**config.mk**
```make
export PLATFORM = sky130hd
export DESIGN_NAME = block_reference_consistency_checker_core_flat
export DESIGN_NICKNAME = d
export VERILOG_FILES = /design/src/sv/brcc_pkg.sv /design/src/sv/brcc_if.sv /design/src/sv/brcc_ctrl.sv /design/src/sv/brcc_datapath.sv /design/src/sv/block_reference_consistency_checker_core.sv /design/src/flat_wrapper.sv
export VERILOG_INCLUDE_DIRS = /design/src /design/src/sv
export SDC_FILE = /design/constraint.sdc
export NUM_CORES = 1
export LEC_CHECK = 0
export ABC_AREA = 1
export ABC_CLOCK_PERIOD_IN_PS = 15900
export CORE_AREA = 2 2 258 209
export CTS_BUF_LIST = sky130_fd_sc_hd__clkbuf_4
export DETAILED_ROUTE_END_ITERATION = 16
export DIE_AREA = 0 0 260 211
export DONT_BUFFER_PORTS = 1
export SYNTH_ARGS = -nofsm -noshare
export SYNTH_HDL_FRONTEND = slang
export SYNTH_SLANG_ARGS = --single-unit
```
**constraint.sdc**
```tcl
create_clock -name clock -period 15.9 [get_ports clock]
set_input_delay 0.795 -clock clock [delete_from_list [all_inputs] [get_ports clock]]
set_output_delay 0.795 -clock clock [all_outputs]
set_load 0.05 [all_outputs]
```
**src/sv/block_reference_consistency_checker_core_macros.svh**
```systemverilog
// Assertion macros shared by the checker's controller and datapath.
// Expects a clock named clock and an active-high reset named reset in scope.
`ifndef BLOCK_REFERENCE_CONSISTENCY_CHECKER_CORE_MACROS_SVH
`define BLOCK_REFERENCE_CONSISTENCY_CHECKER_CORE_MACROS_SVH

// Same-cycle implication.
`define BRCC_CHECK(lbl, ante, cons) \
   lbl: assert property (@(posedge clock) disable iff (reset) (ante) |-> (cons)) \
      else $error("%m: check failed");

// Next-cycle implication.
`define BRCC_CHECK_NEXT(lbl, ante, cons) \
   lbl: assert property (@(posedge clock) disable iff (reset) (ante) |=> (cons)) \
      else $error("%m: check failed");

`endif

```
**src/sv/brcc_pkg.sv**
```systemverilog
// Package of the bitmap consistency checker: sizes, item kinds and the
// command and status structs between controller and datapath. No dependencies.
`default_nettype none

package brcc_pkg;

   // Store sizes.
   localparam int MAX_BLOCKS         = 64;
   localparam int POINTERS_PER_INODE = 15;
   localparam int IDX_W  = $clog2(MAX_BLOCKS);
   localparam int CNT_W  = $clog2(MAX_BLOCKS + 1);
   localparam int SEEN_W = $clog2(POINTERS_PER_INODE + 1);

   // Field widths.
   localparam int KIND_W      = 3;
   localparam int BIDX_W      = 6;
   localparam int WORD_W      = 32;
   localparam int CFG_W       = 7;
   localparam int CSR_IDX_W   = 1;
   localparam int SUM_W       = 7;
   localparam int IMIS_W      = 8;
   localparam int BAD_W       = 12;
   localparam int VINODE_W    = 8;

   // Register reset values.
   localparam logic [CFG_W-1:0] FIRST_DATA_RESET   = 7'd8;
   localparam logic [CFG_W-1:0] TOTAL_BLOCKS_RESET = 7'd64;

   // Register indexes.
   localparam logic [CSR_IDX_W-1:0] REG_FIRST_DATA   = 1'd0;
   localparam logic [CSR_IDX_W-1:0] REG_TOTAL_BLOCKS = 1'd1;

   // Item kinds.
   localparam logic [KIND_W-1:0] KIND_CLEAR  = 3'd0;
   localparam logic [KIND_W-1:0] KIND_BITMAP = 3'd1;
   localparam logic [KIND_W-1:0] KIND_HEADER = 3'd2;
   localparam logic [KIND_W-1:0] KIND_PTR    = 3'd3;
   localparam logic [KIND_W-1:0] KIND_FINISH = 3'd4;

   // Controller to datapath.
   typedef struct packed {
      logic accept;
      logic rmw_wr;
      logic walk_step;
      logic walk_done;
   } brcc_cmd_type;

   // Datapath to controller.
   typedef struct packed {
      logic slot_free;
      logic ptr_rmw;
      logic walk_empty;
      logic walk_last;
   } brcc_status_type;

   // Number of data blocks covered by the configured range.
   function automatic logic [CNT_W-1:0] data_count(input logic [CFG_W-1:0] first,
                                                   input logic [CFG_W-1:0] total);
      logic [CFG_W-1:0] diff;
      diff = total - first;
      if (first >= total) begin
         return '0;
      end else if (32'(diff) > MAX_BLOCKS) begin
         return CNT_W'(MAX_BLOCKS);
      end else begin
         return CNT_W'(diff);
      end
   endfunction

endpackage

`default_nettype wire

```
**src/sv/brcc_if.sv**
```systemverilog
// Channel interfaces of the bitmap consistency checker: items, results and
// register writes. Depends on brcc_pkg.
`default_nettype none

interface brcc_req_if import brcc_pkg::*; ();
   logic                valid;
   logic                ready;
   logic [KIND_W-1:0]   kind;
   logic [BIDX_W-1:0]   block_index;
   logic                bitmap_bit;
   logic [WORD_W-1:0]   link_count;
   logic [WORD_W-1:0]   delete_time;
   logic [WORD_W-1:0]   block_pointer;

   modport source (output valid, kind, block_index, bitmap_bit, link_count,
                   delete_time, block_pointer, input ready);
   modport sink   (input valid, kind, block_index, bitmap_bit, link_count,
                   delete_time, block_pointer, output ready);
endinterface

interface brcc_rsp_if import brcc_pkg::*; ();
   logic                valid;
   logic                ready;
   logic                inode_valid;
   logic                inode_mismatch;
   logic                bad_pointer;
   logic                done_res;
   logic [SUM_W-1:0]    data_mismatch_count;
   logic [SUM_W-1:0]    dup_block_count;
   logic [SUM_W-1:0]    referenced_count;
   logic [SUM_W-1:0]    bitmap_used_count;
   logic [IMIS_W-1:0]   inode_mismatch_total;
   logic [BAD_W-1:0]    bad_pointer_total;
   logic [VINODE_W-1:0] valid_inode_total;

   modport source (output valid, inode_valid, inode_mismatch, bad_pointer, done_res,
                   data_mismatch_count, dup_block_count, referenced_count,
                   bitmap_used_count, inode_mismatch_total, bad_pointer_total,
                   valid_inode_total, input ready);
   modport sink   (input valid, inode_valid, inode_mismatch, bad_pointer, done_res,
                   data_mismatch_count, dup_block_count, referenced_count,
                   bitmap_used_count, inode_mismatch_total, bad_pointer_total,
                   valid_inode_total, output ready);
endinterface

interface brcc_csr_if import brcc_pkg::*; ();
   logic                 valid;
   logic                 ready;
   logic [CSR_IDX_W-1:0] index;
   logic [CFG_W-1:0]     data;

   modport source (output valid, index, data, input ready);
   modport sink   (input valid, index, data, output ready);
endinterface

`default_nettype wire

```
**src/sv/brcc_ctrl.sv**
```systemverilog
// Controller of the bitmap consistency checker: sequences accept, pointer
// read-modify-write and the finish walk. Depends on brcc_pkg and brcc_if.
`default_nettype none

`include "block_reference_consistency_checker_core_macros.svh"

module brcc_ctrl import brcc_pkg::*; (
   input  wire logic            clock,
   input  wire logic            reset,
   brcc_req_if.sink             req_chan,
   input  wire brcc_status_type status,
   output brcc_cmd_type         cmd
);

   localparam logic [1:0] ST_IDLE     = 2'd0;
   localparam logic [1:0] ST_PTR_WR   = 2'd1;
   localparam logic [1:0] ST_WALK     = 2'd2;
   localparam logic [1:0] ST_WALK_END = 2'd3;

   logic [1:0] state_ff;
   logic [1:0] state_in;
   logic       ready;

   // An item is taken only in idle and when the result register can take its result.
   assign ready           = (state_ff == ST_IDLE) && status.slot_free;
   assign req_chan.ready  = ready;
   assign cmd.accept      = ready && req_chan.valid;
   assign cmd.rmw_wr      = (state_ff == ST_PTR_WR);
   assign cmd.walk_step   = (state_ff == ST_WALK);
   assign cmd.walk_done   = (state_ff == ST_WALK_END);

   // Next-state logic.
   always_comb begin
      state_in = state_ff;
      unique case (state_ff)
         ST_IDLE: begin
            if (cmd.accept) begin
               if ((req_chan.kind == KIND_PTR) && status.ptr_rmw) begin
                  state_in = ST_PTR_WR;
               end else if ((req_chan.kind == KIND_FINISH) && !status.walk_empty) begin
                  state_in = ST_WALK;
               end
            end
         end
         ST_PTR_WR: begin
            state_in = ST_IDLE;
         end
         ST_WALK: begin
            if (status.walk_last) begin
               state_in = ST_WALK_END;
            end
         end
         ST_WALK_END: begin
            state_in = ST_IDLE;
         end
         default: begin
            state_in = ST_IDLE;
         end
      endcase
   end

   always_ff @(posedge clock) begin
      if (reset) begin
         state_ff <= ST_IDLE;
      end else begin
         state_ff <= state_in;
      end
   end

   // The write half of a pointer update lasts exactly one cycle.
   `BRCC_CHECK_NEXT(a_ptr_wr_one_cycle, state_ff == ST_PTR_WR, state_ff == ST_IDLE)
   // The walk's result cycle always follows the walk itself.
   `BRCC_CHECK(a_walk_end_after_walk, state_ff == ST_WALK_END, $past(state_ff) == ST_WALK)

endmodule

`default_nettype wire

```
**src/sv/brcc_datapath.sv**
```systemverilog
// Datapath of the bitmap consistency checker: registers, bitmap and reference
// count stores, counters and the result register. Depends on brcc_pkg and brcc_if.
`default_nettype none

`include "block_reference_consistency_checker_core_macros.svh"

module brcc_datapath import brcc_pkg::*; (
   input  wire logic          clock,
   input  wire logic          reset,
   brcc_req_if.sink           req_chan,
   brcc_csr_if.sink           csr_chan,
   brcc_rsp_if.source         rsp_chan,
   input  wire brcc_cmd_type  cmd,
   output brcc_status_type    status
);

   // Configuration registers.
   logic [CFG_W-1:0] first_ff;
   logic [CFG_W-1:0] total_ff;
   logic [CNT_W-1:0] count;

   // Inode tracking and running totals.
   logic                cur_valid_ff, cur_valid_in;
   logic [SEEN_W-1:0]   seen_ff, seen_in;
   logic [IMIS_W-1:0]   imis_tot_ff, imis_tot_in;
   logic [BAD_W-1:0]    bad_tot_ff, bad_tot_in;
   logic [VINODE_W-1:0] vinode_tot_ff, vinode_tot_in;

   // Stores and their written flags.
   logic                  used_mem [MAX_BLOCKS];
   logic [1:0]            ref_mem  [MAX_BLOCKS];
   logic [MAX_BLOCKS-1:0] used_vld_ff;
   logic [MAX_BLOCKS-1:0] ref_vld_ff;
   logic [IDX_W-1:0]      rd_addr;
   logic                  used_rd_ff, used_hit_ff;
   logic [1:0]            ref_rd_ff;
   logic                  ref_hit_ff;
   logic [IDX_W-1:0]      rmw_addr_ff;
   logic [1:0]            ref_old, ref_new;

   // Walk state.
   logic [IDX_W-1:0] walk_ff;
   logic             acc_en_ff;
   logic [CNT_W-1:0] c_mis_ff, c_mis_in;
   logic [CNT_W-1:0] c_dup_ff, c_dup_in;
   logic [CNT_W-1:0] c_ref_ff, c_ref_in;
   logic [CNT_W-1:0] c_used_ff, c_used_in;
   logic             used_e;
   logic             refd_e;
   logic             dup_e;

   // Item decode.
   logic              is_clear, is_bitmap, is_header, is_ptr, is_finish;
   logic              hdr_valid, hdr_mis;
   logic              idx_ok;
   logic              ptr_take, ptr_out, ptr_bad, ptr_rmw;
   logic [WORD_W-1:0] lo_bound, hi_bound;
   logic [WORD_W-1:0] ptr_off;
   logic [IDX_W-1:0]  ptr_addr;
   logic              load_imm, load;
   logic              rsp_valid_ff;

   assign count = data_count(first_ff, total_ff);

   // Register writes; the port never stalls.
   assign csr_chan.ready = 1'b1;
   always_ff @(posedge clock) begin
      if (reset) begin
         first_ff <= FIRST_DATA_RESET;
         total_ff <= TOTAL_BLOCKS_RESET;
      end else if (csr_chan.valid) begin
         unique case (csr_chan.index)
            REG_FIRST_DATA:   first_ff <= csr_chan.data;
            REG_TOTAL_BLOCKS: total_ff <= csr_chan.data;
            default: ;
         endcase
      end
   end

   // Decode of the item at the input.
   assign is_clear  = cmd.accept && (req_chan.kind == KIND_CLEAR);
   assign is_bitmap = cmd.accept && (req_chan.kind == KIND_BITMAP);
   assign is_header = cmd.accept && (req_chan.kind == KIND_HEADER);
   assign is_ptr    = cmd.accept && (req_chan.kind == KIND_PTR);
   assign is_finish = cmd.accept && (req_chan.kind == KIND_FINISH);

   assign hdr_valid = (req_chan.link_count != '0) && (req_chan.delete_time == '0);
   assign hdr_mis   = req_chan.bitmap_bit != hdr_valid;
   assign idx_ok    = 32'(req_chan.block_index) < MAX_BLOCKS;

   // Pointer range check against the configured data range.
   assign lo_bound = WORD_W'(first_ff);
   assign hi_bound = WORD_W'(first_ff) + WORD_W'(count);
   assign ptr_take = cur_valid_ff && (seen_ff < SEEN_W'(POINTERS_PER_INODE));
   assign ptr_out  = (req_chan.block_pointer < lo_bound) ||
                     (req_chan.block_pointer >= hi_bound);
   assign ptr_bad  = ptr_take && (req_chan.block_pointer != '0) && ptr_out;
   assign ptr_rmw  = ptr_take && (req_chan.block_pointer != '0) && !ptr_out;
   assign ptr_off  = req_chan.block_pointer - lo_bound;
   assign ptr_addr = ptr_off[IDX_W-1:0];

   assign status.slot_free  = !rsp_valid_ff || rsp_chan.ready;
   assign status.ptr_rmw    = ptr_rmw;
   assign status.walk_empty = (count == '0);
   assign status.walk_last  = CNT_W'(walk_ff) == (count - CNT_W'(1));

   // Running totals and inode state, all saturating.
   always_comb begin
      cur_valid_in  = cur_valid_ff;
      seen_in       = seen_ff;
      imis_tot_in   = imis_tot_ff;
      bad_tot_in    = bad_tot_ff;
      vinode_tot_in = vinode_tot_ff;
      if (is_header) begin
         cur_valid_in = hdr_valid;
         seen_in      = '0;
         if (hdr_valid && (vinode_tot_ff != '1)) begin
            vinode_tot_in = vinode_tot_ff + VINODE_W'(1);
         end
         if (hdr_mis && (imis_tot_ff != '1)) begin
            imis_tot_in = imis_tot_ff + IMIS_W'(1);
         end
      end
      if (is_ptr && ptr_take) begin
         seen_in = seen_ff + SEEN_W'(1);
      end
      if (is_ptr && ptr_bad && (bad_tot_ff != '1)) begin
         bad_tot_in = bad_tot_ff + BAD_W'(1);
      end
   end

   always_ff @(posedge clock) begin
      if (reset) begin
         cur_valid_ff  <= 1'b0;
         seen_ff       <= '0;
         imis_tot_ff   <= '0;
         bad_tot_ff    <= '0;
         vinode_tot_ff <= '0;
      end else begin
         cur_valid_ff  <= cur_valid_in;
         seen_ff       <= seen_in;
         imis_tot_ff   <= imis_tot_in;
         bad_tot_ff    <= bad_tot_in;
         vinode_tot_ff <= vinode_tot_in;
      end
   end

   // Written flags: an entry that was not written since reset or a clear reads as zero.
   always_ff @(posedge clock) begin
      if (reset || is_clear) begin
         used_vld_ff <= '0;
         ref_vld_ff  <= '0;
      end else begin
         if (is_bitmap && idx_ok) begin
            used_vld_ff[IDX_W'(req_chan.block_index)] <= 1'b1;
         end
         if (cmd.rmw_wr) begin
            ref_vld_ff[rmw_addr_ff] <= 1'b1;
         end
      end
   end

   // One read address serves both the pointer update and the walk.
   assign rd_addr = cmd.walk_step ? walk_ff : ptr_addr;

   // Bitmap store.
   always_ff @(posedge clock) begin
      if (is_bitmap && idx_ok) begin
         used_mem[IDX_W'(req_chan.block_index)] <= req_chan.bitmap_bit;
      end
      used_rd_ff <= used_mem[rd_addr];
   end

   // Reference count store, updated by read-modify-write.
   always_ff @(posedge clock) begin
      if (cmd.rmw_wr) begin
         ref_mem[rmw_addr_ff] <= ref_new;
      end
      ref_rd_ff <= ref_mem[rd_addr];
   end

   always_ff @(posedge clock) begin
      used_hit_ff <= used_vld_ff[rd_addr];
      ref_hit_ff  <= ref_vld_ff[rd_addr];
      if (cmd.accept) begin
         rmw_addr_ff <= ptr_addr;
      end
   end

   assign ref_old = ref_hit_ff ? ref_rd_ff : 2'd0;
   assign ref_new = (ref_old == 2'd3) ? 2'd3 : ref_old + 2'd1;

   // Finish walk: the read of one entry overlaps the count of the one before.
   always_ff @(posedge clock) begin
      if (reset) begin
         walk_ff   <= '0;
         acc_en_ff <= 1'b0;
      end else begin
         acc_en_ff <= cmd.walk_step;
         if (is_finish) begin
            walk_ff <= '0;
         end else if (cmd.walk_step) begin
            walk_ff <= walk_ff + IDX_W'(1);
         end
      end
   end

   assign used_e = used_hit_ff && used_rd_ff;
   assign refd_e = ref_old != 2'd0;
   assign dup_e  = ref_old > 2'd1;

   always_comb begin
      c_mis_in  = c_mis_ff;
      c_dup_in  = c_dup_ff;
      c_ref_in  = c_ref_ff;
      c_used_in = c_used_ff;
      if (is_finish) begin
         c_mis_in  = '0;
         c_dup_in  = '0;
         c_ref_in  = '0;
         c_used_in = '0;
      end else if (acc_en_ff) begin
         c_mis_in  = c_mis_ff + CNT_W'(used_e != refd_e);
         c_dup_in  = c_dup_ff + CNT_W'(dup_e);
         c_ref_in  = c_ref_ff + CNT_W'(refd_e);
         c_used_in = c_used_ff + CNT_W'(used_e);
      end
   end

   always_ff @(posedge clock) begin
      c_mis_ff  <= c_mis_in;
      c_dup_ff  <= c_dup_in;
      c_ref_ff  <= c_ref_in;
      c_used_ff <= c_used_in;
   end

   // Result register: items without further work load it when taken.
   assign load_imm = cmd.accept && !(is_ptr && ptr_rmw) && !(is_finish && (count != '0));
   assign load     = load_imm || cmd.rmw_wr || cmd.walk_done;

   always_ff @(posedge clock) begin
      if (reset) begin
         rsp_valid_ff <= 1'b0;
      end else if (load) begin
         rsp_valid_ff <= 1'b1;
      end else if (rsp_chan.ready) begin
         rsp_valid_ff <= 1'b0;
      end
   end

   always_ff @(posedge clock) begin
      if (load) begin
         rsp_chan.inode_valid          <= load_imm && is_header && hdr_valid;
         rsp_chan.inode_mismatch       <= load_imm && is_header && hdr_mis;
         rsp_chan.bad_pointer          <= load_imm && is_ptr && ptr_bad;
         rsp_chan.done_res             <= (load_imm && is_finish) || cmd.walk_done;
         rsp_chan.data_mismatch_count  <= cmd.walk_done ? SUM_W'(c_mis_in) : '0;
         rsp_chan.dup_block_count      <= cmd.walk_done ? SUM_W'(c_dup_in) : '0;
         rsp_chan.referenced_count     <= cmd.walk_done ? SUM_W'(c_ref_in) : '0;
         rsp_chan.bitmap_used_count    <= cmd.walk_done ? SUM_W'(c_used_in) : '0;
         rsp_chan.inode_mismatch_total <= imis_tot_in;
         rsp_chan.bad_pointer_total    <= bad_tot_in;
         rsp_chan.valid_inode_total    <= vinode_tot_in;
      end
   end

   assign rsp_chan.valid = rsp_valid_ff;

   // A result never overwrites one that has not been taken.
   `BRCC_CHECK(a_load_into_free_slot, load, !rsp_valid_ff || rsp_chan.ready)
   // A counting pointer is written back in the cycle right after its read.
   `BRCC_CHECK_NEXT(a_rmw_follows_read, is_ptr && ptr_rmw, cmd.rmw_wr)

endmodule

`default_nettype wire

```
**src/sv/block_reference_consistency_checker_core.sv**
```systemverilog
// Bitmap consistency checker, top level. Items enter on req_chan and one
// result per item leaves on rsp_chan; register writes come on csr_chan.
// Register 0 sets the first data block, register 1 the total block count;
// write them only while no item is in flight. Each channel transfers on a
// clock edge with valid and ready both high.
// Flow: for clear, bitmap, header, unknown and non-counting pointer items, and
// finish items with an empty range, the result sits in the output register in
// the cycle after the item is taken (one item per cycle while the receiver
// keeps up). A pointer that bumps a reference count reads and then writes the
// reference count store; no item is taken until the write. Any other finish
// item walks the range, one store entry read per cycle, then loads its result.
// Reset is synchronous and active high; it restores the registers, clears
// the running totals, and marks every bitmap and reference count entry
// unwritten, so they read as zero at once with no sweep. A clear item does
// the same to the stores. While the receiver stalls, the result is held and
// no further item is taken.
// Depends on brcc_pkg, brcc_if, brcc_ctrl and brcc_datapath.
`default_nettype none

module block_reference_consistency_checker_core import brcc_pkg::*; (
   input wire logic   clock,
   input wire logic   reset,
   brcc_req_if.sink   req_chan,
   brcc_rsp_if.source rsp_chan,
   brcc_csr_if.sink   csr_chan
);

   brcc_cmd_type    cmd;
   brcc_status_type status;

   // Controller: state machine and handshake.
   brcc_ctrl u_ctrl (
      .clock    (clock),
      .reset    (reset),
      .req_chan (req_chan),
      .status   (status),
      .cmd      (cmd)
   );

   // Datapath: stores, counters and result register.
   brcc_datapath u_datapath (
      .clock    (clock),
      .reset    (reset),
      .req_chan (req_chan),
      .csr_chan (csr_chan),
      .rsp_chan (rsp_chan),
      .cmd      (cmd),
      .status   (status)
   );

endmodule

`default_nettype wire
```
**src/flat_wrapper.sv**
```systemverilog
// flat-port wrapper written by rule: the top's interface ports become plain ports
module block_reference_consistency_checker_core_flat import brcc_pkg::*;
  (clock, reset, req_chan_valid, req_chan_kind, req_chan_block_index, req_chan_bitmap_bit, req_chan_link_count, req_chan_delete_time, req_chan_block_pointer, req_chan_ready, rsp_chan_valid, rsp_chan_inode_valid, rsp_chan_inode_mismatch, rsp_chan_bad_pointer, rsp_chan_done_res, rsp_chan_data_mismatch_count, rsp_chan_dup_block_count, rsp_chan_referenced_count, rsp_chan_bitmap_used_count, rsp_chan_inode_mismatch_total, rsp_chan_bad_pointer_total, rsp_chan_valid_inode_total, rsp_chan_ready, csr_chan_valid, csr_chan_index, csr_chan_data, csr_chan_ready);
  brcc_req_if req_chan_i ();
  brcc_rsp_if rsp_chan_i ();
  brcc_csr_if csr_chan_i ();
  input wire logic clock;
  input wire logic reset;
  input wire logic [$bits(req_chan_i.valid)-1:0] req_chan_valid;
  input wire logic [$bits(req_chan_i.kind)-1:0] req_chan_kind;
  input wire logic [$bits(req_chan_i.block_index)-1:0] req_chan_block_index;
  input wire logic [$bits(req_chan_i.bitmap_bit)-1:0] req_chan_bitmap_bit;
  input wire logic [$bits(req_chan_i.link_count)-1:0] req_chan_link_count;
  input wire logic [$bits(req_chan_i.delete_time)-1:0] req_chan_delete_time;
  input wire logic [$bits(req_chan_i.block_pointer)-1:0] req_chan_block_pointer;
  output wire logic [$bits(req_chan_i.ready)-1:0] req_chan_ready;
  output wire logic [$bits(rsp_chan_i.valid)-1:0] rsp_chan_valid;
  output wire logic [$bits(rsp_chan_i.inode_valid)-1:0] rsp_chan_inode_valid;
  output wire logic [$bits(rsp_chan_i.inode_mismatch)-1:0] rsp_chan_inode_mismatch;
  output wire logic [$bits(rsp_chan_i.bad_pointer)-1:0] rsp_chan_bad_pointer;
  output wire logic [$bits(rsp_chan_i.done_res)-1:0] rsp_chan_done_res;
  output wire logic [$bits(rsp_chan_i.data_mismatch_count)-1:0] rsp_chan_data_mismatch_count;
  output wire logic [$bits(rsp_chan_i.dup_block_count)-1:0] rsp_chan_dup_block_count;
  output wire logic [$bits(rsp_chan_i.referenced_count)-1:0] rsp_chan_referenced_count;
  output wire logic [$bits(rsp_chan_i.bitmap_used_count)-1:0] rsp_chan_bitmap_used_count;
  output wire logic [$bits(rsp_chan_i.inode_mismatch_total)-1:0] rsp_chan_inode_mismatch_total;
  output wire logic [$bits(rsp_chan_i.bad_pointer_total)-1:0] rsp_chan_bad_pointer_total;
  output wire logic [$bits(rsp_chan_i.valid_inode_total)-1:0] rsp_chan_valid_inode_total;
  input wire logic [$bits(rsp_chan_i.ready)-1:0] rsp_chan_ready;
  input wire logic [$bits(csr_chan_i.valid)-1:0] csr_chan_valid;
  input wire logic [$bits(csr_chan_i.index)-1:0] csr_chan_index;
  input wire logic [$bits(csr_chan_i.data)-1:0] csr_chan_data;
  output wire logic [$bits(csr_chan_i.ready)-1:0] csr_chan_ready;
  assign req_chan_i.valid = req_chan_valid;
  assign req_chan_i.kind = req_chan_kind;
  assign req_chan_i.block_index = req_chan_block_index;
  assign req_chan_i.bitmap_bit = req_chan_bitmap_bit;
  assign req_chan_i.link_count = req_chan_link_count;
  assign req_chan_i.delete_time = req_chan_delete_time;
  assign req_chan_i.block_pointer = req_chan_block_pointer;
  assign req_chan_ready = req_chan_i.ready;
  assign rsp_chan_valid = rsp_chan_i.valid;
  assign rsp_chan_inode_valid = rsp_chan_i.inode_valid;
  assign rsp_chan_inode_mismatch = rsp_chan_i.inode_mismatch;
  assign rsp_chan_bad_pointer = rsp_chan_i.bad_pointer;
  assign rsp_chan_done_res = rsp_chan_i.done_res;
  assign rsp_chan_data_mismatch_count = rsp_chan_i.data_mismatch_count;
  assign rsp_chan_dup_block_count = rsp_chan_i.dup_block_count;
  assign rsp_chan_referenced_count = rsp_chan_i.referenced_count;
  assign rsp_chan_bitmap_used_count = rsp_chan_i.bitmap_used_count;
  assign rsp_chan_inode_mismatch_total = rsp_chan_i.inode_mismatch_total;
  assign rsp_chan_bad_pointer_total = rsp_chan_i.bad_pointer_total;
  assign rsp_chan_valid_inode_total = rsp_chan_i.valid_inode_total;
  assign rsp_chan_i.ready = rsp_chan_ready;
  assign csr_chan_i.valid = csr_chan_valid;
  assign csr_chan_i.index = csr_chan_index;
  assign csr_chan_i.data = csr_chan_data;
  assign csr_chan_ready = csr_chan_i.ready;
  block_reference_consistency_checker_core u_core (.clock(clock), .reset(reset), .req_chan(req_chan_i), .rsp_chan(rsp_chan_i), .csr_chan(csr_chan_i));
endmodule
```
==> results of run 1 <==
## through the flow
step	instance area [um2]	cells	power, uW
global placement	21810	2963	1994
global route	23470	3200	3187
detailed placement	21810	2963	2003
floorplan	21250	2354	1842
finish	23470	3200	3033
CTS	23460	3195	3054
## cell usage in the layout (no fill, tap or decap), types with 20 or more instances in the layout
| cell | synthesis | routed |
|---|---|---|
| o211ai_1 | 35 | 35 |
| o221ai_1 | 47 | 47 |
| nand3_1 | 84 | 83 |
| dfxtp_1 | 218 | 218 |
| a21oi_1 | 68 | 68 |
| nor2_1 | 639 | 639 |
| edfxtp_1 | 258 | 258 |
| nor3_1 | 57 | 57 |
| clkbuf_4 | 0 | 189 |
| nor4_1 | 50 | 50 |
| nand2_1 | 219 | 218 |
| ha_1 | 43 | 43 |
| clkinv_1 | 3 | 31 |
| xor2_1 | 22 | 22 |
| inv_1 | 184 | 184 |
| o21ai_0 | 178 | 177 |
| nand4_1 | 20 | 20 |
| o22ai_1 | 30 | 30 |
## tightest hold or removal path: cells and delay by family
kind / cells / cell delay [ns]
and+or+nand+nor: 3 / 0.11
## path summary, 6_finish.rpt
path,from,to,depth (start not counted)
worst min-delay path,reset,u_core.u_ctrl.state_ff[1]$_SDFFE_PP0P_,3
worst min register to register,u_core.u_datapath.ref_vld_ff[60]$_SDFFE_PP0P_,u_core.u_datapath.ref_vld_ff[60]$_SDFFE_PP0P_,2
worst max register to register,u_core.u_datapath.first_ff[1]$_SDFFE_PP0P_,u_core.u_datapath.rsp_chan.bad_pointer_total[3]$_DFFE_PP_,27
worst max-delay path,u_core.u_datapath.first_ff[1]$_SDFFE_PP0P_,u_core.u_datapath.rsp_chan.bad_pointer_total[3]$_DFFE_PP_,27
## timing repair
action	CTS	global route
resized for setup	0	0
hold buffers	6	0
hold endpoints to repair	85	0
## registers in the layout (all words and copies together) (netlist names), 8 cells and up
signal and cells:
u_core.u_datapath.ref_mem 128, u_core.u_datapath.ref_vld_ff 64, u_core.u_datapath.used_mem 64, u_core.u_datapath.used_vld_ff 64
u_core.u_datapath.bad_tot_ff 12, u_core.u_datapath.rsp_chan.bad_pointer_total 12, u_core.u_datapath.imis_tot_ff 8, u_core.u_datapath.rsp_chan.inode_mismatch_total 8
u_core.u_datapath.rsp_chan.valid_inode_total 8, u_core.u_datapath.vinode_tot_ff 8
## power by group through the flow
stage / logic, uW / clock network [uW] / registers [uW]
after floorplan: 356 / 0 / 1490
after global routing: 584 / 1130 / 1470
after detailed placement: 513 / 0 / 1490
after global placement: 504 / 0 / 1490
final: 522 / 1050 / 1460
after CTS: 521 / 1070 / 1460
## area by class of cell
cell class	instances	area, um2	share of cell area [%]
Sequential cell	476	12110	51.61
Multi-Input combinational cell	1582	7964	33.93
Clock buffer	189	1419	6.046
Tap cell	693	867.1	3.695
Inverter	197	752.0	3.204
Timing Repair Buffer	21	192.7	0.8210
Clock inverter	37	150.1	0.6398
Antenna cell	5	12.51	0.05331
## per-layer routing
layer  up-vias  track usage [%]  share of wire [%]
li1       8231                -                  -
met1      7951            28.00                 46
met2       619            31.14                 44
met3        97            5.472                7.6
met4         0            6.619                2.3
met5         -                0                  0
## kinds of logic after synthesis
family | Yosys count | synth area share [%]
DFF | 476 | 56.99
other | 1 | 0.01764
and+or+nand+nor | 1112 | 22.13
xor gates and xnor gates | 30 | 1.236
buffers and inverters | 296 | 5.634
adders and majority gates | 46 | 2.814
AOI/OAI and AO/OA | 385 | 10.80
muxes | 8 | 0.3768
==> summary.txt, run 1 <==
Final layout
  – Fillcell total: 5,065
  – Share of cells above drive strength 1: 10.55%
  – Final core area utilization: 45.06%
  – Layout Nets: 2,562
  – Synth-to-Final Area Change: 10.43%

GRT
  – GRT overflow: 0
  – Overall Global Routing Usage: 20.35%
  – Largest net degree at the start of global routing: 85
  – First-pass GRT wire length: 87.37 mm
  – Number of global-route vias before repair: 16,240
  – Initial antenna violation count: 5

Timing
  – Min Clock Period, post-route: 5.329 ns
  – Final setup violation count: 0
  – Unrepaired setup endpoints after global routing: no
  – Max Fclk: 187.7 MHz
  – Fin crit share: 33.51%
  – Clock skew: 0.08877 ns
  – Setup TNS: 0 ns
  – Final Max Slew Viols: 0
  – Worst Max-Slew Pin Slew: 1.119 ns
  – Fin worst setup slack: 10.57 ns
  – Final hold violation count: 0
  – Slew headroom: 25.24%
  – Min Hold Slack: 0.08706 ns

Clock tree
  – Num Clock Sinks: 476
  – Clk buf depth: 3
  – H-tree depth: 3
  – Worst-skew pair later-pin latency: 0.87 ns
  – CTS tree: yes
  – CTS clk-pin slew, worst paths: 0.08 ns
  – Post-CTS setup buffers: 0
  – CTS Buf Count: 119
  – CTS Root Cell: clkbuf_4

Pwr
  – PD cells: 129.2 mW/mm2
  – Leakage: 0.008683 uW
  – Internal: 2080 uW
  – Sequential share of power: 48.3%
  – Max IR drop VDD: 0.07618 mV
  – Combinational power share: 17.2%
  – P_sw: 952.9 uW
  – Switching portion of total power: 31.42%
  – Clk network pwr share: 34.5%

Placement
  – I/O Buffers: 0
  – Hpwl dp: 35.52 mm
  – Final estimated routing congestion in global placement: 0.8550
  – Place WS: 10.62 ns

Worst hold path
  – Hold Crit Class: in2reg

Synthesis
  – Synth top area share: 36.45%
  – Area contributors post-synth: edfxtp_1, dfxtp_1, nor2_1, o21ai_0, nand2_1
  – Net Count, Synth: 2,519
  – Synth async-reset ratio: 0%
  – Synthesized instance count: 2,354
  – Netlist Area Pre-Place: 0.02125 mm2
  – Synth Area per Inst: 9.028 um2
  – Post-synth EDFFs: 258
  – Yosys reg bits: 476
  – Synth top cells by count: nor2_1, edfxtp_1, nand2_1
  – Leading area contributor after synthesis: edfxtp_1
  – Most common cell in the netlist: nor2_1
  – Yosys warning count: 0
  – Seq/Total Area, Yosys: 56.99%
  – Post-synth top flop: edfxtp_1
  – Unique masters post-synth: 56

Floorplan
  – Die Span X: 260 um
  – Initial Util: 40.81%
  – Die Height: 211 um
  – Core area: 0.05208 mm2
  – Top Ports: 182
  – FP Rows: 75
  – Die area: 0.05486 mm2

Routing
  – Vias: 16,900
  – Post-DRT Antenna Nets: 0
  – Vias per cell: 5.281
  – Routed wire per std cell: 17.51 um
  – Routed WL: 56.03 mm
  – Drt drc: 0
  – TritonRoute pass-1 iters: 5
  – DRT iter0 DRCs: 1,362

Worst setup path
  – Type of destination of the critical path: flop
  – Crit path DAT: 5.90 ns
  – CP max FO: 14
  – R2r setup slk: 10.57 ns
  – WP data required: 16.47 ns
  – Top cell by count, worst path: nand2_1
  – CP top delay family: simple AND/OR/NAND/NOR gates
  – Startpoint Class: flop
  – Crit-path slowest cell: fa_1
  – Worst path max stage delay: 0.47 ns
  – CP bufs+invs: 4
  – Setup CP Type: reg2reg

Job
  – Max-Cap Viols: 0

Outcome
  – Status: completed
Note: power is estimated with default switching activity, not from simulation.
==> run 2, diff against run 1 <==
- ABC_CLOCK_PERIOD_IN_PS: 15900 -> 4500
- clock period: 15.9 -> 4.5 ns (I/O delays scaled with it)
==> run 2 against run 1 <==
Effect of this change: global-route usage up 1.1 points; combinational power rose to 4.0 times the previous value; sequential power rose to 3.5 times the previous value; highest routed layer unchanged; utilization up 2.7 points; largest power group unchanged; worst setup slack worse by 10 ns; fmax up 21%; register-to-register slack worse by 10 ns; sequential share of layout area down 2.9 points; non-clock buffer count up 95; clock power rose to 3.6 times the previous value.
==> summary.txt, run 2 (synthesis results as in run 1) <==
Timing
  – Min Hold Slack: 0.05223 ns (was 0.08706 ns)
  – Final setup violation count: 0 (unchanged)
  – Clock skew: 0.05391 ns (was 0.08877 ns)
  – Max Fclk: 226.7 MHz (was 187.7 MHz)
  – Worst Max-Slew Pin Slew: 1.150 ns (was 1.119 ns)
  – Final Max Slew Viols: 0 (unchanged)
  – Unrepaired setup endpoints after global routing: yes (was no)
  – Fin crit share: 98.02% (was 33.51%)
  – Final hold violation count: 0 (unchanged)
  – Slew headroom: 23.12% (was 25.24%)
  – Setup TNS: 0 ns (unchanged)
  – Min Clock Period, post-route: 4.411 ns (was 5.329 ns)

Clock tree
  – CTS clk-pin slew, worst paths: 0.07 ns (was 0.08 ns)
  – Clk buf depth: 3 (unchanged)
  – CTS Buf Count: 119 (unchanged)
  – Num Clock Sinks: 476 (unchanged)
  – CTS tree: yes (unchanged)
  – H-tree depth: 3 (unchanged)
  – Worst-skew pair later-pin latency: 0.87 ns (about the same)
  – CTS Root Cell: clkbuf_4 (unchanged)

Pwr
  – Max IR drop VDD: 0.2063 mV (was 0.07618 mV)
  – PD cells: 446.8 mW/mm2 (was 129.2 mW/mm2)
  – Combinational power share: 18.9% (was 17.2%)
  – Clk network pwr share: 34.5% (about the same)
  – Switching portion of total power: 31.27% (was 31.42%)
  – Leakage: 0.009228 uW (was 0.008683 uW)
  – Sequential share of power: 46.6% (was 48.3%)
  – P_sw: 3474 uW (was 952.9 uW)
  – Internal: 7635 uW (was 2080 uW)

GRT
  – First-pass GRT wire length: 91.90 mm (was 87.37 mm)
  – Initial antenna violation count: 8 (was 5)
  – GRT overflow: 0 (unchanged)
  – Number of global-route vias before repair: 17,060 (was 16,240)
  – Overall Global Routing Usage: 21.43% (was 20.35%)
  – Largest net degree at the start of global routing: 164 (was 85)

Placement
  – Final estimated routing congestion in global placement: 0.9171 (was 0.8550)
  – I/O Buffers: 0 (unchanged)
  – Hpwl dp: 37.20 mm (was 35.52 mm)

Worst setup path
  – Setup CP Type: reg2reg (unchanged)
  – Top cell by count, worst path: nand2_1 (unchanged)
  – Crit path DAT: 5.16 ns (was 5.90 ns)
  – Startpoint Class: flop (unchanged)
  – Type of destination of the critical path: flop (unchanged)
  – CP max FO: 6 (was 14)
  – FF-to-FF path depth: 31 (was 27)
  – Crit-path slowest cell: fa_2 (was fa_1)
  – Worst path max stage delay: 0.45 ns (was 0.47 ns)
  – WP data required: 5.24 ns (was 16.47 ns)

Routing
  – Drt drc: 0 (unchanged)
  – Vias: 17,500 (was 16,900)
  – TritonRoute pass-1 iters: 6 (was 5)
  – DRT iter0 DRCs: 1,265 (was 1,362)
  – Routed WL: 59.60 mm (was 56.03 mm)
  – Vias per cell: 5.302 (was 5.281)
  – Routed wire per std cell: 18.05 um (was 17.51 um)
  – Post-DRT Antenna Nets: 0 (unchanged)

Floorplan
  – Die Span X: 260 um (unchanged)
  – Core area: 0.05208 mm2 (unchanged)
  – Initial Util: 40.81% (unchanged)
  – FP Rows: 75 (unchanged)
  – Top Ports: 182 (unchanged)
  – Die Height: 211 um (unchanged)
  – Die area: 0.05486 mm2 (unchanged)

Final layout
  – Layout Nets: 2,658 (was 2,562)
  – Biggest register: u_core.u_datapath.ref_mem (unchanged)
  – Number of flip-flops in the largest register: 128 (unchanged)
  – Most common cell after layout, fill and taps aside: nor2_1 (unchanged)
  – Commonest cells after routing, fill and taps aside: nor2_1, edfxtp_1, dfxtp_1 (was nor2_1, edfxtp_1, nand2_1, dfxtp_1, clkbuf_4)
  – Share of cells above drive strength 1: 13.00% (was 10.55%)
  – Synth-to-Final Area Change: 16.98% (was 10.43%)

Job
  – Max-Cap Viols: 0 (unchanged)

Worst hold path
  – Hold path cells: 6 (was 3)
  – Hold Crit Class: in2reg (unchanged)

Outcome
  – Status: completed (unchanged)
==> run 2: power groups by stage <==
| stage | clock network, uW | registers (uW) | logic [uW] |
|---|---|---|---|
| 2_1_floorplan | 0 | 5250 | 1260 |
| 3_3_place_gp | 0 | 5260 | 1870 |
| 3_5_place_dp | 0 | 5270 | 1900 |
| 4_1_cts | 3910 | 5170 | 2000 |
| 5_1_grt | 4150 | 5190 | 2310 |
| 6_report | 3830 | 5180 | 2100 |
==> run 2: cell type report <==
type | instances | area (um2)
clock buffer | 185 | 1389
clock inverter | 43 | 252.7
sequential | 476 | 12110
antenna | 8 | 20.02
fill | 4893 | 27220
multi-input combinational | 1582 | 8244
tap | 693 | 867.1
timing repair buffer | 116 | 1212
timing repair inverter | 1 | 6.256
inverter | 197 | 757.0
==> run 2: what timing repair did <==
action,4_1_cts,5_1_grt
endpoints found under the setup margin,12,88
pin swaps,5,20
gates resized for setup,15,55
cloned,1,3
buffers inserted,2,6
hold endpoints to repair,346,0
hold buffers,69,0
==> run 2: critical path: cells and delay by family (launching register included) <==
| family | cells | cell delay, ns |
|---|---|---|
| adders and majority gates | 4 | 1.07 |
| and+or+nand+nor | 13 | 1.28 |
| DFF | 1 | 0.32 |
| buffers and inverters | 6 | 0.47 |
| AOI/OAI and AO/OA | 8 | 1.13 |
==> run 2: metal layers <==
| layer | up-vias | GRT usage, % | share of wire [%] | routed length (um) |
|---|---|---|---|---|
| li1 | 8423 | - | - | - |
| met1 | 8337 | 28.81 | 44 | 26490 |
| met3 | 104 | 5.832 | 7.9 | 4686 |
| met4 | 0 | 8.561 | 2.8 | 1695 |
| met2 | 638 | 32.80 | 45 | 26730 |
| met5 | - | 0 | 0 | 0 |
==> run 2: final timing paths <==
check / slack (ns) / endpoint / startpoint
worst max-delay path: 0.09 / u_core.u_datapath.rsp_chan.valid$_SDFFE_PP0P_ / u_core.u_datapath.total_ff[0]$_SDFFE_PP0P_
worst min register to register: 0.46 / u_core.u_datapath.ref_vld_ff[30]$_SDFFE_PP0P_ / u_core.u_datapath.ref_vld_ff[30]$_SDFFE_PP0P_
worst max register to register: 0.09 / u_core.u_datapath.rsp_chan.valid$_SDFFE_PP0P_ / u_core.u_datapath.total_ff[0]$_SDFFE_PP0P_
worst min-delay path: 0.05 / u_core.u_datapath.rsp_chan.bad_pointer$_DFFE_PP_ / req_chan_block_pointer[3]
==> run 2: metrics by stage <==
stage	setup slack, ns	instance area, um2	utilization, %	instances	power [uW]
6_report	0.08923	24860	47.74	3301	11110
5_1_grt	-0.1424	24860	47.74	3301	11650
4_1_cts	0.01431	24500	47.04	3284	11080
3_5_place_dp	-0.1131	22040	42.32	2984	7168
3_3_place_gp	-0.01449	22040	42.32	2984	7130
2_1_floorplan	0.07239	21260	-	2354	6505
==> run 3, diff against run 2 <==
- CELL_PAD_IN_SITES_DETAIL_PLACEMENT: unset -> 0
- CELL_PAD_IN_SITES_GLOBAL_PLACEMENT: unset -> 1
- PLACE_DENSITY_LB_ADDON: unset -> 0.1
==> run 3 against run 2 <==
Effect of this change: clock power about the same; combinational power about the same; cell area up 0.43%; flip-flop and latch count is the same; worst setup slack better by 0.099 ns; global-route usage rose by 0.51 points; cell count is 0.70% higher; first-iteration DRC count decreased by 5.9%; hold slack improved by 0.065 ns; register-to-register slack improved by 0.099 ns; sequential power about the same; sequential share of layout area down 0.21 points.
==> summary.txt, run 3 (synthesis results as in run 1) <==
Final layout
  – Biggest register: u_core.u_datapath.ref_mem (unchanged)
  – Fin cells: 3,324 (was 3,301)
  – Share of cells above drive strength 1: 13.72% (was 13.00%)
  – Commonest cells after routing, fill and taps aside: nor2_1, edfxtp_1, dfxtp_1 (unchanged)
  – Fillcell total: 5,138 (was 4,893)
  – Number of flip-flops in the largest register: 128 (unchanged)
  – Layout Nets: 2,683 (was 2,658)
  – Synth-to-Final Area Change: 17.48% (was 16.98%)
  – Most common cell after layout, fill and taps aside: nor2_1 (unchanged)

Timing
  – Fin worst setup slack: 0.1883 ns (was 0.08923 ns)
  – Final Max Slew Viols: 0 (unchanged)
  – Unrepaired setup endpoints after global routing: yes (unchanged)
  – Worst Max-Slew Pin Slew: 0.9403 ns (was 1.150 ns)
  – Min Clock Period, post-route: 4.312 ns (was 4.411 ns)
  – Clock skew: 0.05388 ns (was 0.05391 ns)
  – Slew headroom: 37.31% (was 23.12%)
  – Final hold violation count: 0 (unchanged)
  – Max Fclk: 231.9 MHz (was 226.7 MHz)
  – Final setup violation count: 0 (unchanged)
  – Fin crit share: 95.82% (was 98.02%)

Worst setup path
  – Type of destination of the critical path: flop (unchanged)
  – Startpoint Class: flop (unchanged)
  – Setup CP Type: reg2reg (unchanged)
  – Crit-path slowest cell: fa_2 (unchanged)
  – CP max FO: 4 (was 6)
  – Worst path max stage delay: 0.42 ns (was 0.45 ns)
  – Crit path DAT: 4.96 ns (was 5.16 ns)
  – WP data required: 5.15 ns (was 5.24 ns)

Clock tree
  – Num Clock Sinks: 476 (unchanged)
  – Clk buf depth: 3 (unchanged)
  – CTS Root Cell: clkbuf_4 (unchanged)
  – H-tree depth: 3 (unchanged)
  – CTS Buf Count: 120 (was 119)
  – Worst-skew pair later-pin latency: 0.89 ns (was 0.87 ns)
  – CTS tree: yes (unchanged)
  – CTS clk-pin slew, worst paths: 0.07 ns (about the same)

Pwr
  – Max IR drop VDD: 0.1763 mV (was 0.2063 mV)
  – Leakage: 0.009335 uW (was 0.009228 uW)
  – PD cells: 445.1 mW/mm2 (was 446.8 mW/mm2)

Routing
  – Routed WL: 60.47 mm (was 59.60 mm)
  – Routed wire per std cell: 18.19 um (was 18.05 um)
  – Post-DRT Antenna Nets: 0 (unchanged)
  – TritonRoute pass-1 iters: 5 (was 6)
  – DRT iter0 DRCs: 1,190 (was 1,265)
  – Vias: 17,320 (was 17,500)
  – Drt drc: 0 (unchanged)
  – Vias per cell: 5.211 (was 5.302)

Floorplan
  – Die area: 0.05486 mm2 (unchanged)
  – Die Height: 211 um (unchanged)
  – Core area: 0.05208 mm2 (unchanged)
  – Die Span X: 260 um (unchanged)
  – Initial Util: 40.81% (unchanged)
  – FP Rows: 75 (unchanged)
  – Top Ports: 182 (unchanged)

Placement
  – I/O Buffers: 0 (unchanged)
  – Place WS: 0.002599 ns (was -0.1131 ns)
  – Final estimated routing congestion in global placement: 0.8442 (was 0.9171)
  – Placed cell count: 3,000 (was 2,984)
  – Hpwl dp: 37.88 mm (was 37.20 mm)

GRT
  – Number of global-route vias before repair: 17,280 (was 17,060)
  – Overall Global Routing Usage: 21.95% (was 21.43%)
  – Largest net degree at the start of global routing: 164 (unchanged)
  – First-pass GRT wire length: 93.75 mm (was 91.90 mm)
  – Initial antenna violation count: 6 (was 8)
  – GRT overflow: 0 (unchanged)

Outcome
  – Status: completed (unchanged)

Worst hold path
  – Hold Crit Class: in2reg (unchanged)

Job
  – Max-Cap Viols: 0 (unchanged)
==> run 3: changes by cell type in the layout (fill, tap and decap cells not counted), moves of 3 or more <==
cell and change:
clkbuf_4 +14, a21oi_2 -3, dlygate4sd3_1 +11, clkinv_1 -12, nand2_2 +6, buf_4 +13
ha_4 -4, nand2_1 -4
==> run 3: final cells by class <==
cell class	instances	area, um2	area share [%]
flip-flops and latches	476	12110	48.52
inverters	197	749.5	3.002
repair buffers	141	1409	5.642
diodes	8	20.02	0.08018
multi-input cells	1582	8169	32.72
well taps	693	867.1	3.473
clock buffers	199	1494	5.983
clock inverters	28	146.4	0.5863
==> run 3: metal layers <==
| metal | global-route usage, % | up-vias | share of wire [%] |
|---|---|---|---|
| li1 | - | 8496 | - |
| met1 | 30.10 | 8177 | 46 |
| met2 | 34.46 | 550 | 45 |
| met3 | 4.668 | 99 | 6.0 |
| met4 | 7.471 | 0 | 2.5 |
| met5 | 0 | - | 0 |
==> run 3: worst max-delay path, delay by kind of cell, from the launching register on <==
kind | cells | cell delay [ns]
buffers and inverters | 7 | 0.55
AOI/OAI and AO/OA | 3 | 0.58
DFF | 1 | 0.32
adders and majority gates | 5 | 1.38
and+or+nand+nor | 13 | 1.00
xor gates and xnor gates | 2 | 0.26
==> run 3: worst paths after layout <==
path | startpoint | to | slack [ns] | depth (start not counted)
hold / removal | req_chan_block_index[1] | u_core.u_datapath.used_mem[45]$_DFFE_PP_ | 0.12 | 3
setup / recovery | u_core.u_datapath.total_ff[0]$_SDFFE_PP0P_ | u_core.u_datapath.rsp_chan.bad_pointer_total[0]$_DFFE_PP_ | 0.19 | 30
setup reg to reg | u_core.u_datapath.total_ff[0]$_SDFFE_PP0P_ | u_core.u_datapath.rsp_chan.bad_pointer_total[0]$_DFFE_PP_ | 0.19 | 30
hold reg to reg | u_core.u_datapath.ref_vld_ff[52]$_SDFFE_PP0P_ | u_core.u_datapath.ref_vld_ff[52]$_SDFFE_PP0P_ | 0.46 | 2
==> run 3: repair_timing <==
item,CTS,global route
resized for setup,2,57
setup endpoints to repair,3,89
gates cloned,0,3
pin swaps,0,19
hold buffers,81,0
endpoints found under the hold margin,393,0
buffers inserted,0,6
==> run 3: through the flow <==
step	instance area [um2]	util [%]	hold WS, ns	total power (uW)	TNS (ns)
6_report	24970	47.94	0.1176	11110	0
3_5_place_dp	22160	42.55	0.3004	7218	0
5_1_grt	24970	47.94	0.01816	11710	-0.4053
2_1_floorplan	21260	-	0.3239	6505	0
4_1_cts	24650	47.33	0.009573	11180	0
3_3_place_gp	22160	42.55	0.2984	7196	0
==> run 3: power breakdown <==
| part | leakage, uW | total, uW | switching, uW | internal [uW] |
|---|---|---|---|---|
| Clock | 0.000985 | 3850 | 1810 | 2050 |
| Combinational | 0.00417 | 2090 | 1430 | 661 |
| Sequential | 0.00418 | 5170 | 237 | 4930 |
| Total | 0.00934 | 11100 | 3480 | 7640 |
